[src/sv/fmfc_pkg.sv]
// shared types, constants and helper functions for the five-mode fluid chaos stepper
`default_nettype none

package fmfc_pkg;

    localparam int DATA_W      = 32;
    localparam int FRAC_W      = 20;
    localparam int STEP_W      = 21;
    localparam int ACC_W       = 48;
    localparam int PROD_W      = 2 * DATA_W;
    localparam int Q_W         = PROD_W - FRAC_W;
    localparam int INC_W       = 34;
    localparam int SUM_W       = INC_W + 1;
    localparam int NUM_MODES   = 5;
    localparam int NUM_PRODS   = 6;
    localparam int IDX_W       = 3;
    localparam int CNT_W       = 3;
    localparam int CMD_W       = 2;
    localparam int VIDX_W      = 3;
    localparam int CFG_IDX_W   = 3;
    localparam int IN_TDATA_W  = 40;
    localparam int OUT_TDATA_W = 168;

    localparam logic signed [DATA_W-1:0] ONE_Q        = 32'sd1048576;
    localparam logic signed [DATA_W-1:0] REYNOLDS_RST = 32'sd29360128;
    localparam logic [STEP_W-1:0]        STEP_RST     = 21'd10486;
    localparam logic signed [DATA_W-1:0] S32_MAX      = 32'sh7FFF_FFFF;
    localparam logic signed [DATA_W-1:0] S32_MIN      = 32'sh8000_0000;

    typedef enum logic [CMD_W-1:0] {
        CMD_TICK    = 2'd0,
        CMD_RESTORE = 2'd1,
        CMD_WRITE   = 2'd2,
        CMD_UNUSED  = 2'd3
    } cmd_t;

    typedef enum logic [CFG_IDX_W-1:0] {
        REG_REYNOLDS      = 3'd0,
        REG_STEP_SIZE     = 3'd1,
        REG_INIT_X1       = 3'd2,
        REG_INIT_X2       = 3'd3,
        REG_INIT_X3       = 3'd4,
        REG_INIT_X4       = 3'd5,
        REG_INIT_X5       = 3'd6,
        REG_EMIT_ON_WRITE = 3'd7
    } cfg_reg_t;

    typedef enum logic [2:0] {
        COEF_P4 = 3'd0,
        COEF_P3 = 3'd1,
        COEF_M7 = 3'd2,
        COEF_M1 = 3'd3,
        COEF_M3 = 3'd4
    } coef_t;

    typedef enum logic [4:0] {
        ST_IDLE  = 5'b00001,
        ST_INIT  = 5'b00010,
        ST_PROD  = 5'b00100,
        ST_SCALE = 5'b01000,
        ST_HOLD  = 5'b10000
    } state_t;

    // sequencer to datapath control
    typedef struct packed {
        logic             idle;
        logic             init;
        logic             prod_issue;
        logic [CNT_W-1:0] prod_idx;
        logic             prod_acc;
        logic [CNT_W-1:0] acc_idx;
        logic             scale_issue;
        logic [IDX_W-1:0] scale_idx;
        logic             scale_upd;
        logic [IDX_W-1:0] upd_idx;
        logic             publish;
    } ctrl_t;

    typedef struct packed {
        logic              clipped;
        logic [DATA_W-1:0] val;
    } clip_t;

    // derivative that each cross product feeds
    function automatic logic [IDX_W-1:0] prod_dest(input logic [CNT_W-1:0] k);
        logic [IDX_W-1:0] d;
        case (k)
            3'd0, 3'd1: d = 3'd0;
            3'd2:       d = 3'd1;
            3'd3:       d = 3'd2;
            3'd4:       d = 3'd3;
            3'd5:       d = 3'd4;
            default:    d = 3'd0;
        endcase
        return d;
    endfunction

    function automatic coef_t prod_coef(input logic [CNT_W-1:0] k);
        coef_t c;
        case (k)
            3'd0, 3'd1: c = COEF_P4;
            3'd2:       c = COEF_P3;
            3'd3:       c = COEF_M7;
            3'd4:       c = COEF_M1;
            3'd5:       c = COEF_M3;
            default:    c = COEF_P4;
        endcase
        return c;
    endfunction

    // small constant weight by shift and add
    function automatic logic signed [ACC_W-1:0] apply_coef(
        input logic signed [ACC_W-1:0] q,
        input coef_t                   c
    );
        logic signed [ACC_W-1:0] r;
        case (c)
            COEF_P4: r = q <<< 2;
            COEF_P3: r = q + (q <<< 1);
            COEF_M7: r = q - (q <<< 3);
            COEF_M1: r = -q;
            COEF_M3: r = -(q + (q <<< 1));
            default: r = '0;
        endcase
        return r;
    endfunction

    function automatic clip_t clip_acc(input logic signed [ACC_W-1:0] v);
        clip_t r;
        logic  over;
        over      = !((&v[ACC_W-1:DATA_W-1]) || !(|v[ACC_W-1:DATA_W-1]));
        r.clipped = over;
        r.val     = over ? (v[ACC_W-1] ? S32_MIN : S32_MAX) : v[DATA_W-1:0];
        return r;
    endfunction

    function automatic clip_t clip_sum(input logic signed [SUM_W-1:0] v);
        clip_t r;
        logic  over;
        over      = !((&v[SUM_W-1:DATA_W-1]) || !(|v[SUM_W-1:DATA_W-1]));
        r.clipped = over;
        r.val     = over ? (v[SUM_W-1] ? S32_MIN : S32_MAX) : v[DATA_W-1:0];
        return r;
    endfunction

endpackage

`default_nettype wire

[src/sv/fmfc_mul.sv]
// shared signed 32x32 multiplier with registered product
`default_nettype none

module fmfc_mul
    import fmfc_pkg::*;
(
    input  wire logic                     clk,
    input  wire logic                     en,
    input  wire logic signed [DATA_W-1:0] op_a,
    input  wire logic signed [DATA_W-1:0] op_b,
    output logic signed [PROD_W-1:0]      prod
);

    logic signed [PROD_W-1:0] prod_reg;

    always_ff @(posedge clk)
    begin
        if (en)
        begin
            prod_reg <= PROD_W'(op_a) * PROD_W'(op_b);
        end
    end

    assign prod = prod_reg;

endmodule

`default_nettype wire

[config.mk]
export PLATFORM = sky130hd
export DESIGN_NAME = fmfc_mul
export DESIGN_NICKNAME = d
export VERILOG_FILES = /design/src/sv/fmfc_pkg.sv /design/src/sv/fmfc_mul.sv
export SDC_FILE = /design/constraint.sdc
export NUM_CORES = 2
export LEC_CHECK = 0
export BUFFER_PORTS_ARGS = -buffer_cell sky130_fd_sc_hd__buf_2
export CAP_MARGIN = 30
export CORE_ASPECT_RATIO = 1.4
export CORE_UTILIZATION = 35
export CTS_CLUSTER_SIZE = 40
export DETAILED_ROUTE_END_ITERATION = 10
export GPL_TIMING_DRIVEN = 0
export REMOVE_ABC_BUFFERS = 1
export SYNTH_ARGS = -nofsm -noshare
export SYNTH_HDL_FRONTEND = slang
export SYNTH_SLANG_ARGS = --single-unit
[constraint.sdc]
create_clock -name clk -period 10.8 [get_ports clk]
set_input_delay 2.16 -clock clk [delete_from_list [all_inputs] [get_ports clk]]
set_output_delay 2.16 -clock clk [all_outputs]
set_load 0.1 [all_outputs]
==> results.cfg <==
[status]
status = complete, no violations

[synth]
yosysTopAreaCellShare = 0.572
synthFlopType = edfxtp_1
ys_seq_area_frac = 0.0507
syn_inst = 3884
syn_avg_cell_area_sq_um = 9.75
ys_ff_latch = 64
yosys_warnings = 0
synthArstFlopShare = 0
synth_area_sq_mm = 0.0379
yosysTopAreaCell = fa_1
yosys-top-cells-count = fa_1 (1082), inv_1 (952), and2_1 (516)
synth-edff-count = 64
synthTopCellsByArea = fa_1 (57%), inv_1 (9.4%), and2_1 (8.5%)
yosys.cell_count.top_type = fa_1
yosys.cell_types.count = 63

[global_route]
grt_pass1_wl_um = 168000
grt_pass1_vias = 29700
grt_antenna_before_repair = 5
groute.usage.overall = 0.203
grt_overflow_total = 0
grt_max_degree = 65

[clock_tree]
cts_tree = yes
cts.sinks = 64
cts_root_buffer = clkbuf_16
numCtsBuffers = 9
clk_path_buf_depth = 2
h-tree-depth = 3
clkTransAtPathRegs_ns = 0.07

[layout]
finalNonFillerCells = 5278
finalNetCount = 5165
drive_gt1_frac = 0.0466
design_area_sq_mm = 0.0400
largest_register_ffs = 64
area_delta_synth_final_pct = 5.66
antenna_cells = 0

[worst_setup_path]
cp_num_buf_inv = 8
cp_max_fo = 32
worstSetupStartpoint = op_b[8]
startpoint_type = input port
crit_family = adder cells
critPathKind = input port to register
cp_common_cell = fa_1
slowest_delay_ns = 0.66
cp_slowest_cell = buf_2
cp.required_ns = 10.93
cp-endpoint = prod[60]
crit_arrival_ns = 10.43
endpoint_kind = register
path_depth = 28

[placement]
dp_cells = 5255
gp_congestion = 0.850
placed_cell_area_sq_mm = 0.0396
place_ws_ns = -0.579
dp_hpwl_um = 82300
port_buffers = 129

[timing]
fin_ws_ns = 0.502
timing.final.crit_share = 0.954
hold_violations = 0
fmax_ghz = 0.0971
rsz0062_at_grt = false
slew_headroom = 0.330
setup-tns-final_ns = 0
drv_slew = 0
fin_crit_ns = 10.30
tightestPinTransition_ns = 1.00
setup_violations = 0

[route]
drtIter0Drc = 1215
drcViolationCount = 0
viasPerCell = 4.95
vias = 26100
drt_pre_antenna_iters = 5
drt-total-wl_um = 106000
ant_nets = 0
detail_route.wl_per_cell_um = 20.2

[floorplan]
core_area_sq_mm = 0.107
initial_core_util = 0.354
die_w_um = 280
boundaryPins = 130
num_rows = 142
die_area_sq_mm = 0.110
die_h_um = 391

[flow_run]
maxCapViolations = 0

[worst_hold_path]
min_path_cells = 1
min_from = en
min_path_type = input port to register
metal layers:
metal  global-route usage  part of all wire  vias to the layer above
li1                     -                 -                    11000
met1                0.221              0.35                    14100
met2                0.388              0.55                      716
met3               0.0196             0.039                      292
met4               0.0987             0.056                        4
met5                    0           0.00022                        -
area by class of cell:
class,count,area [sq um]
repair buffers,138,768
flip-flops and latches,64,1920
inverters,952,3580
multi-input cells,2668,31600
clock inverters,7,95.1
fillers,10800,67100
well taps,1440,1800
clock buffers,9,225
cells in the final DEF, fill, tap and decap left out, types with 7 or more instances in the layout:
cell type | synthesis | layout
a21o_1 | 23 | 23
buf_4 | 0 | 9
o21bai_1 | 15 | 15
clkbuf_16 | 0 | 9
nand2_1 | 511 | 511
and2_1 | 516 | 516
buf_2 | 3 | 123
nand2b_1 | 9 | 9
xor2_1 | 22 | 22
edfxtp_1 | 64 | 64
xnor2_1 | 53 | 53
o21ai_0 | 28 | 28
a21oi_1 | 68 | 68
fa_1 | 1082 | 1080
nand3_1 | 15 | 15
and3_1 | 7 | 7
ha_1 | 184 | 184
nand4_1 | 7 | 7
inv_1 | 952 | 951
a31oi_1 | 12 | 12
nor2_1 | 42 | 42
timing repair:
item / in CTS / in global routing
endpoints found under the hold margin: 0 / 0
gates resized for setup: 2 / 6
setup endpoints to repair: 2 / 6
gates cloned: 0 / 0
pin swaps: 1 / 0
hold buffers: 0 / 0
buffers inserted: 2 / 5
worst min path at each step:
| stage | endpoint | slack, ns |
|---|---|---|
| floorplan | prod[0] | 2.27 |
| global placement | prod[11] | 2.78 |
| detailed placement | prod[9] | 2.78 |
| CTS | prod[52] | 2.46 |
| global route | prod[53] | 2.50 |
| finish | prod[52] | 2.45 |
cells by family after synthesis:
logic type                 after synthesis  synth area share
buffers and inverters                 1152             0.114
and+or+nand+nor                       1134             0.151
adders and majority gates             1266             0.633
DFF                                     64            0.0507
AOI/OAI and AO/OA                      193            0.0341
xor gates and xnor gates                75            0.0173
metrics by stage:
step	util	hold slack, ns
floorplan	-	2.27
global placement	0.369	2.78
detailed placement	0.370	2.78
CTS	0.373	2.46
global route	0.374	2.50
finish	0.374	2.45
Power is left out: the tool's default activity adds up to more than one toggle a clock period on the data nets, which glitch-free logic cannot reach.
