==> src/sv/fmfc_pkg.sv <==
// shared types, constants and helper functions for the five-mode fluid chaos stepper
`default_nettype none

package fmfc_pkg;

    localparam int DATA_W      = 32;
    localparam int FRAC_W      = 20;
    localparam int STEP_W      = 21;
    localparam int ACC_W       = 48;
    localparam int PROD_W      = 2 * DATA_W;
    localparam int Q_W         = PROD_W - FRAC_W;
    localparam int INC_W       = 34;
    localparam int SUM_W       = INC_W + 1;
    localparam int NUM_MODES   = 5;
    localparam int NUM_PRODS   = 6;
    localparam int IDX_W       = 3;
    localparam int CNT_W       = 3;
    localparam int CMD_W       = 2;
    localparam int VIDX_W      = 3;
    localparam int CFG_IDX_W   = 3;
    localparam int IN_TDATA_W  = 40;
    localparam int OUT_TDATA_W = 168;

    localparam logic signed [DATA_W-1:0] ONE_Q        = 32'sd1048576;
    localparam logic signed [DATA_W-1:0] REYNOLDS_RST = 32'sd29360128;
    localparam logic [STEP_W-1:0]        STEP_RST     = 21'd10486;
    localparam logic signed [DATA_W-1:0] S32_MAX      = 32'sh7FFF_FFFF;
    localparam logic signed [DATA_W-1:0] S32_MIN      = 32'sh8000_0000;

    typedef enum logic [CMD_W-1:0] {
        CMD_TICK    = 2'd0,
        CMD_RESTORE = 2'd1,
        CMD_WRITE   = 2'd2,
        CMD_UNUSED  = 2'd3
    } cmd_t;

    typedef enum logic [CFG_IDX_W-1:0] {
        REG_REYNOLDS      = 3'd0,
        REG_STEP_SIZE     = 3'd1,
        REG_INIT_X1       = 3'd2,
        REG_INIT_X2       = 3'd3,
        REG_INIT_X3       = 3'd4,
        REG_INIT_X4       = 3'd5,
        REG_INIT_X5       = 3'd6,
        REG_EMIT_ON_WRITE = 3'd7
    } cfg_reg_t;

    typedef enum logic [2:0] {
        COEF_P4 = 3'd0,
        COEF_P3 = 3'd1,
        COEF_M7 = 3'd2,
        COEF_M1 = 3'd3,
        COEF_M3 = 3'd4
    } coef_t;

    typedef enum logic [4:0] {
        ST_IDLE  = 5'b00001,
        ST_INIT  = 5'b00010,
        ST_PROD  = 5'b00100,
        ST_SCALE = 5'b01000,
        ST_HOLD  = 5'b10000
    } state_t;

    // sequencer to datapath control
    typedef struct packed {
        logic             idle;
        logic             init;
        logic             prod_issue;
        logic [CNT_W-1:0] prod_idx;
        logic             prod_acc;
        logic [CNT_W-1:0] acc_idx;
        logic             scale_issue;
        logic [IDX_W-1:0] scale_idx;
        logic             scale_upd;
        logic [IDX_W-1:0] upd_idx;
        logic             publish;
    } ctrl_t;

    typedef struct packed {
        logic              clipped;
        logic [DATA_W-1:0] val;
    } clip_t;

    // derivative that each cross product feeds
    function automatic logic [IDX_W-1:0] prod_dest(input logic [CNT_W-1:0] k);
        logic [IDX_W-1:0] d;
        case (k)
            3'd0, 3'd1: d = 3'd0;
            3'd2:       d = 3'd1;
            3'd3:       d = 3'd2;
            3'd4:       d = 3'd3;
            3'd5:       d = 3'd4;
            default:    d = 3'd0;
        endcase
        return d;
    endfunction

    function automatic coef_t prod_coef(input logic [CNT_W-1:0] k);
        coef_t c;
        case (k)
            3'd0, 3'd1: c = COEF_P4;
            3'd2:       c = COEF_P3;
            3'd3:       c = COEF_M7;
            3'd4:       c = COEF_M1;
            3'd5:       c = COEF_M3;
            default:    c = COEF_P4;
        endcase
        return c;
    endfunction

    // small constant weight by shift and add
    function automatic logic signed [ACC_W-1:0] apply_coef(
        input logic signed [ACC_W-1:0] q,
        input coef_t                   c
    );
        logic signed [ACC_W-1:0] r;
        case (c)
            COEF_P4: r = q <<< 2;
            COEF_P3: r = q + (q <<< 1);
            COEF_M7: r = q - (q <<< 3);
            COEF_M1: r = -q;
            COEF_M3: r = -(q + (q <<< 1));
            default: r = '0;
        endcase
        return r;
    endfunction

    function automatic clip_t clip_acc(input logic signed [ACC_W-1:0] v);
        clip_t r;
        logic  over;
        over      = !((&v[ACC_W-1:DATA_W-1]) || !(|v[ACC_W-1:DATA_W-1]));
        r.clipped = over;
        r.val     = over ? (v[ACC_W-1] ? S32_MIN : S32_MAX) : v[DATA_W-1:0];
        return r;
    endfunction

    function automatic clip_t clip_sum(input logic signed [SUM_W-1:0] v);
        clip_t r;
        logic  over;
        over      = !((&v[SUM_W-1:DATA_W-1]) || !(|v[SUM_W-1:DATA_W-1]));
        r.clipped = over;
        r.val     = over ? (v[SUM_W-1] ? S32_MIN : S32_MAX) : v[DATA_W-1:0];
        return r;
    endfunction

endpackage

`default_nettype wire

==> src/sv/fmfc_seq.sv <==
// step sequencer: cross products, then per-mode scale and update
`default_nettype none

module fmfc_seq
    import fmfc_pkg::*;
(
    input  wire logic clk,
    input  wire logic rst_n,
    input  wire logic start,
    input  wire logic out_busy,
    output ctrl_t     ctrl
);

    state_t           state_reg, state_next;
    logic [CNT_W-1:0] cnt_reg, cnt_next;

    always_comb
    begin
        state_next = state_reg;
        cnt_next   = cnt_reg;
        ctrl       = '0;
        case (state_reg)
            ST_IDLE:
            begin
                ctrl.idle = 1'b1;
                if (start)
                begin
                    state_next = ST_INIT;
                end
            end
            ST_INIT:
            begin
                ctrl.init  = 1'b1;
                state_next = ST_PROD;
                cnt_next   = '0;
            end
            ST_PROD:
            begin
                // issue product k while folding in product k-1
                ctrl.prod_issue = (cnt_reg < CNT_W'(NUM_PRODS));
                ctrl.prod_idx   = cnt_reg;
                ctrl.prod_acc   = (cnt_reg != '0);
                ctrl.acc_idx    = cnt_reg - CNT_W'(1);
                if (cnt_reg == CNT_W'(NUM_PRODS))
                begin
                    state_next = ST_SCALE;
                    cnt_next   = '0;
                end
                else
                begin
                    cnt_next = cnt_reg + CNT_W'(1);
                end
            end
            ST_SCALE:
            begin
                ctrl.scale_issue = (cnt_reg < CNT_W'(NUM_MODES));
                ctrl.scale_idx   = IDX_W'(cnt_reg);
                ctrl.scale_upd   = (cnt_reg != '0);
                ctrl.upd_idx     = IDX_W'(cnt_reg - CNT_W'(1));
                if (cnt_reg == CNT_W'(NUM_MODES))
                begin
                    state_next = ST_HOLD;
                end
                else
                begin
                    cnt_next = cnt_reg + CNT_W'(1);
                end
            end
            ST_HOLD:
            begin
                ctrl.publish = !out_busy;
                if (!out_busy)
                begin
                    state_next = ST_IDLE;
                end
            end
            default:
            begin
                state_next = ST_IDLE;
            end
        endcase
    end

    always_ff @(posedge clk or negedge rst_n)
    begin
        if (!rst_n)
        begin
            state_reg <= ST_IDLE;
            cnt_reg   <= '0;
        end
        else
        begin
            state_reg <= state_next;
            cnt_reg   <= cnt_next;
        end
    end

endmodule

`default_nettype wire

==> config.mk <==
export PLATFORM = sky130hd
export DESIGN_NAME = fmfc_seq
export DESIGN_NICKNAME = d
export VERILOG_FILES = /design/src/sv/fmfc_pkg.sv /design/src/sv/fmfc_seq.sv
export SDC_FILE = /design/constraint.sdc
export NUM_CORES = 1
export LEC_CHECK = 0
export BUFFER_PORTS_ARGS = -buffer_cell sky130_fd_sc_hd__buf_2
export CAP_MARGIN = 20
export CORE_MARGIN = 10
export CORE_UTILIZATION = 50
export CTS_CLUSTER_DIAMETER = 100
export DETAILED_ROUTE_END_ITERATION = 8
export GPL_TIMING_DRIVEN = 0
export HOLD_SLACK_MARGIN = 0.06
export PLACE_DENSITY = 0.79
export REMOVE_ABC_BUFFERS = 1
export SKIP_LAST_GASP = 1
export SYNTH_ARGS = -nofsm -noshare
export SYNTH_HDL_FRONTEND = slang
export SYNTH_SLANG_ARGS = --single-unit
==> constraint.sdc <==
create_clock -name clk -period 3.2 [get_ports clk]
set_input_delay 0.96 -clock clk [delete_from_list [all_inputs] [get_ports clk]]
set_output_delay 0.96 -clock clk [all_outputs]
set_load 0.1 [all_outputs]
==> results.py <==
metrics = {
    "sta": {
        "maxSlewViolCount": 0,
        "slew-limit-headroom_pct": 66.9,
        "min_period_over_period_pct": 94.2,
        "fin_tns_setup_ps": 0,
        "fin_crit_ps": 3010,
        "worstMarginPinSlew_ps": 500,
        "clock_skew_ps": 2.35,
        "finalSetupViolCount": 0,
        "fmax_mhz": 332,
        "hold_violations": 0,
        "rsz0062_at_grt": "false",
        "layout_setup_ws_ps": 186,
    },
    "pwr": {
        "power.leakage_nw": 0.439,
        "power_density_nw_per_um2": 1120,
        "peakVddDrop_v": 0.000507,
    },
    "critical_path": {
        "criticalPathCategory": "reg -> out",
        "max_stage_delay_ps": 510,
        "slowest_stage": "dfrtp_1",
        "worstRegToRegCells": 4,
        "critPathCaptureType": "primary output",
        "cp.arrival_ps": 2050,
        "reg2reg_slack_ps": 1570,
        "start_kind": "flop",
        "cp.required_ps": 2240,
        "crit_chain": "nor4b_4 > nand2b_1 > nor2_1 > buf_2",
        "cp_max_fo": 10,
    },
    "floorplanning": {
        "die_y_microns": 57.0,
        "die_x_microns": 57.0,
        "core-area_sq_um": 1300,
        "start_util_pct": 52.6,
        "ios": 23,
        "fp.dieArea_sq_um": 3250,
        "row_count": 13,
    },
    "clocking": {
        "clkTransAtPathRegs_ps": 50,
        "cts_sinks": 8,
        "tritoncts": "done",
        "worstSkewPairLatency_ps": 250,
        "clockBufferDepth": 2,
        "holdBufCountCts": 0,
        "cts.repair.resized": 0,
        "cts_buffers": 3,
        "root_buffer": "clkbuf_4",
        "ctsHtreeMaxLevel": 1,
        "postCtsSetupBuffers": 0,
    },
    "finish": {
        "fillCellCount": 126,
        "synthToLayoutAreaGrowth_pct": 18.3,
        "seq_area_sq_um": 201,
        "largest_reg_flops": 5,
        "nets": 117,
        "multi_input_area_sq_um": 430,
        "n_antenna_cell": 0,
        "drive_gt1_share_pct": 29.9,
    },
    "detailed_routing": {
        "vias": 662,
        "dr.pass1.iters": 4,
        "wl_microns": 1820,
        "routedWlPerCell_microns": 14.9,
        "via_per_inst": 5.43,
        "ant_nets": 0,
        "drtIter0Drc": 16,
        "route.detailed.drc": 0,
    },
    "yosys": {
        "netlist_area_sq_um": 684,
        "ys_seq_elements": 8,
        "synth-seq-area-share_pct": 29.4,
        "synth_top_flop_cell": "dfrtp_1",
        "synth_edf_count": 0,
        "avgSynthCellArea_sq_um": 7.96,
        "ys_warn_count": 0,
        "synth_cell_types": 31,
        "synth_cells": 86,
        "async_flop_share_pct": 100,
    },
    "placement": {
        "pre_cts_slack_ps": 468,
        "gp_congestion": 0.923,
        "io_buffers": 22,
        "dp_hpwl_microns": 1440,
    },
    "global_routing": {
        "overflow": 0,
        "antenna_found_initial": 0,
        "grt_first_pass_wirelength_microns": 3020,
        "grt_max_degree": 11,
        "grt_pass1_vias": 679,
        "grt_usage_pct": 11.2,
    },
    "status": {
        "outcome": "finished, final reports clean",
    },
    "hold_path": {
        "hold_class": "in -> async",
    },
    "job": {
        "max_cap_viol_count": 0,
    },
}
-- cell families after synthesis --
kind of cell	count (synthesis)	share of synthesized area (%)
AOI/OAI and AO/OA	18	18.8
and+or+nand+nor	41	31.1
xor gates and xnor gates	3	3.84
buffers and inverters	11	7.68
adders and majority gates	5	9.14
DFF	8	29.4
-- cell usage after synthesis (2+ instances only) --
library cell	instances	area, sq um
buf_4	2	15.0
a21oi_1	3	15.0
xnor2_1	2	17.5
inv_1	6	22.5
nor2_1	21	78.8
a21boi_0	2	15.0
nor2b_1	2	12.5
buf_2	2	10.0
ha_1	5	62.6
dfrtp_1	7	175
nand2b_1	2	12.5
nand3_1	3	15.0
and3_2	3	22.5
nand2_1	6	22.5
o21ai_0	4	20.0
-- per-stage QoR --
| stage | util [%] | total power [mW] | cells | hold WS (ps) | instance area, sq um |
|---|---|---|---|---|---|
| after floorplan | - | 0.711 | 81 | 542 | 654 |
| after global placement | 60.2 | 0.808 | 118 | 605 | 783 |
| after detailed placement | 60.2 | 0.827 | 118 | 619 | 783 |
| after CTS | 62.2 | 0.910 | 122 | 535 | 810 |
| after global routing | 62.2 | 0.975 | 122 | 536 | 810 |
| final | 62.2 | 0.909 | 122 | 534 | 810 |
-- routing by layer --
layer | GRT usage, % | up-vias | routed length [microns]
met2 | 21.1 | 14 | 986
met4 | 3.69 | 0 | 9
met3 | 3.10 | 2 | 69
li1 | - | 339 | -
met1 | 11.4 | 307 | 753
met5 | 0 | - | 0
-- power by group --
part	internal (mW)	leakage, nW	total (mW)	switching [mW]
combinational	0.160	0.322	0.605	0.445
clock	0.0477	0.0150	0.0826	0.0349
sequential	0.144	0.102	0.222	0.0776
total	0.352	0.439	0.909	0.557
-- cell type report --
| cell class | instances | area share, % |
|---|---|---|
| inverters | 6 | 2.78 |
| well taps | 15 | 2.32 |
| flip-flops and latches | 8 | 24.9 |
| multi-input cells | 67 | 53.2 |
| repair buffers | 22 | 13.6 |
| clock buffers | 4 | 3.25 |
-- cell usage in the layout, fill, tap and decap left out, types with 2 or more instances in the layout --
master	synthesis	layout
dfrtp_1	7	7
inv_1	6	6
xnor2_1	2	2
a21boi_0	2	2
nor2b_1	2	2
o21ai_0	4	4
nand2b_1	2	2
nor2_1	21	21
and3_2	3	3
a21oi_1	3	3
nand2_1	6	6
nand3_1	3	3
buf_2	2	22
clkbuf_4	0	3
ha_1	5	5
-- worst paths after layout --
kind                                      to         start
worst max register to register    cnt_reg[1]    cnt_reg[0]
worst min register to register    cnt_reg[0]    cnt_reg[0]
worst max-delay path                ctrl[11]  state_reg[3]
max in group asynchronous       state_reg[0]         rst_n
worst min-delay path            state_reg[2]         rst_n
min in group clk                  cnt_reg[0]    cnt_reg[0]
-- worst max-delay path, delay by kind of cell, from the launching register on --
| kind | cells | cell delay, ps |
|---|---|---|
| and+or+nand+nor | 3 | 820 |
| buffers and inverters | 1 | 450 |
| DFF | 1 | 510 |
Power figures use the tool's default switching activity.
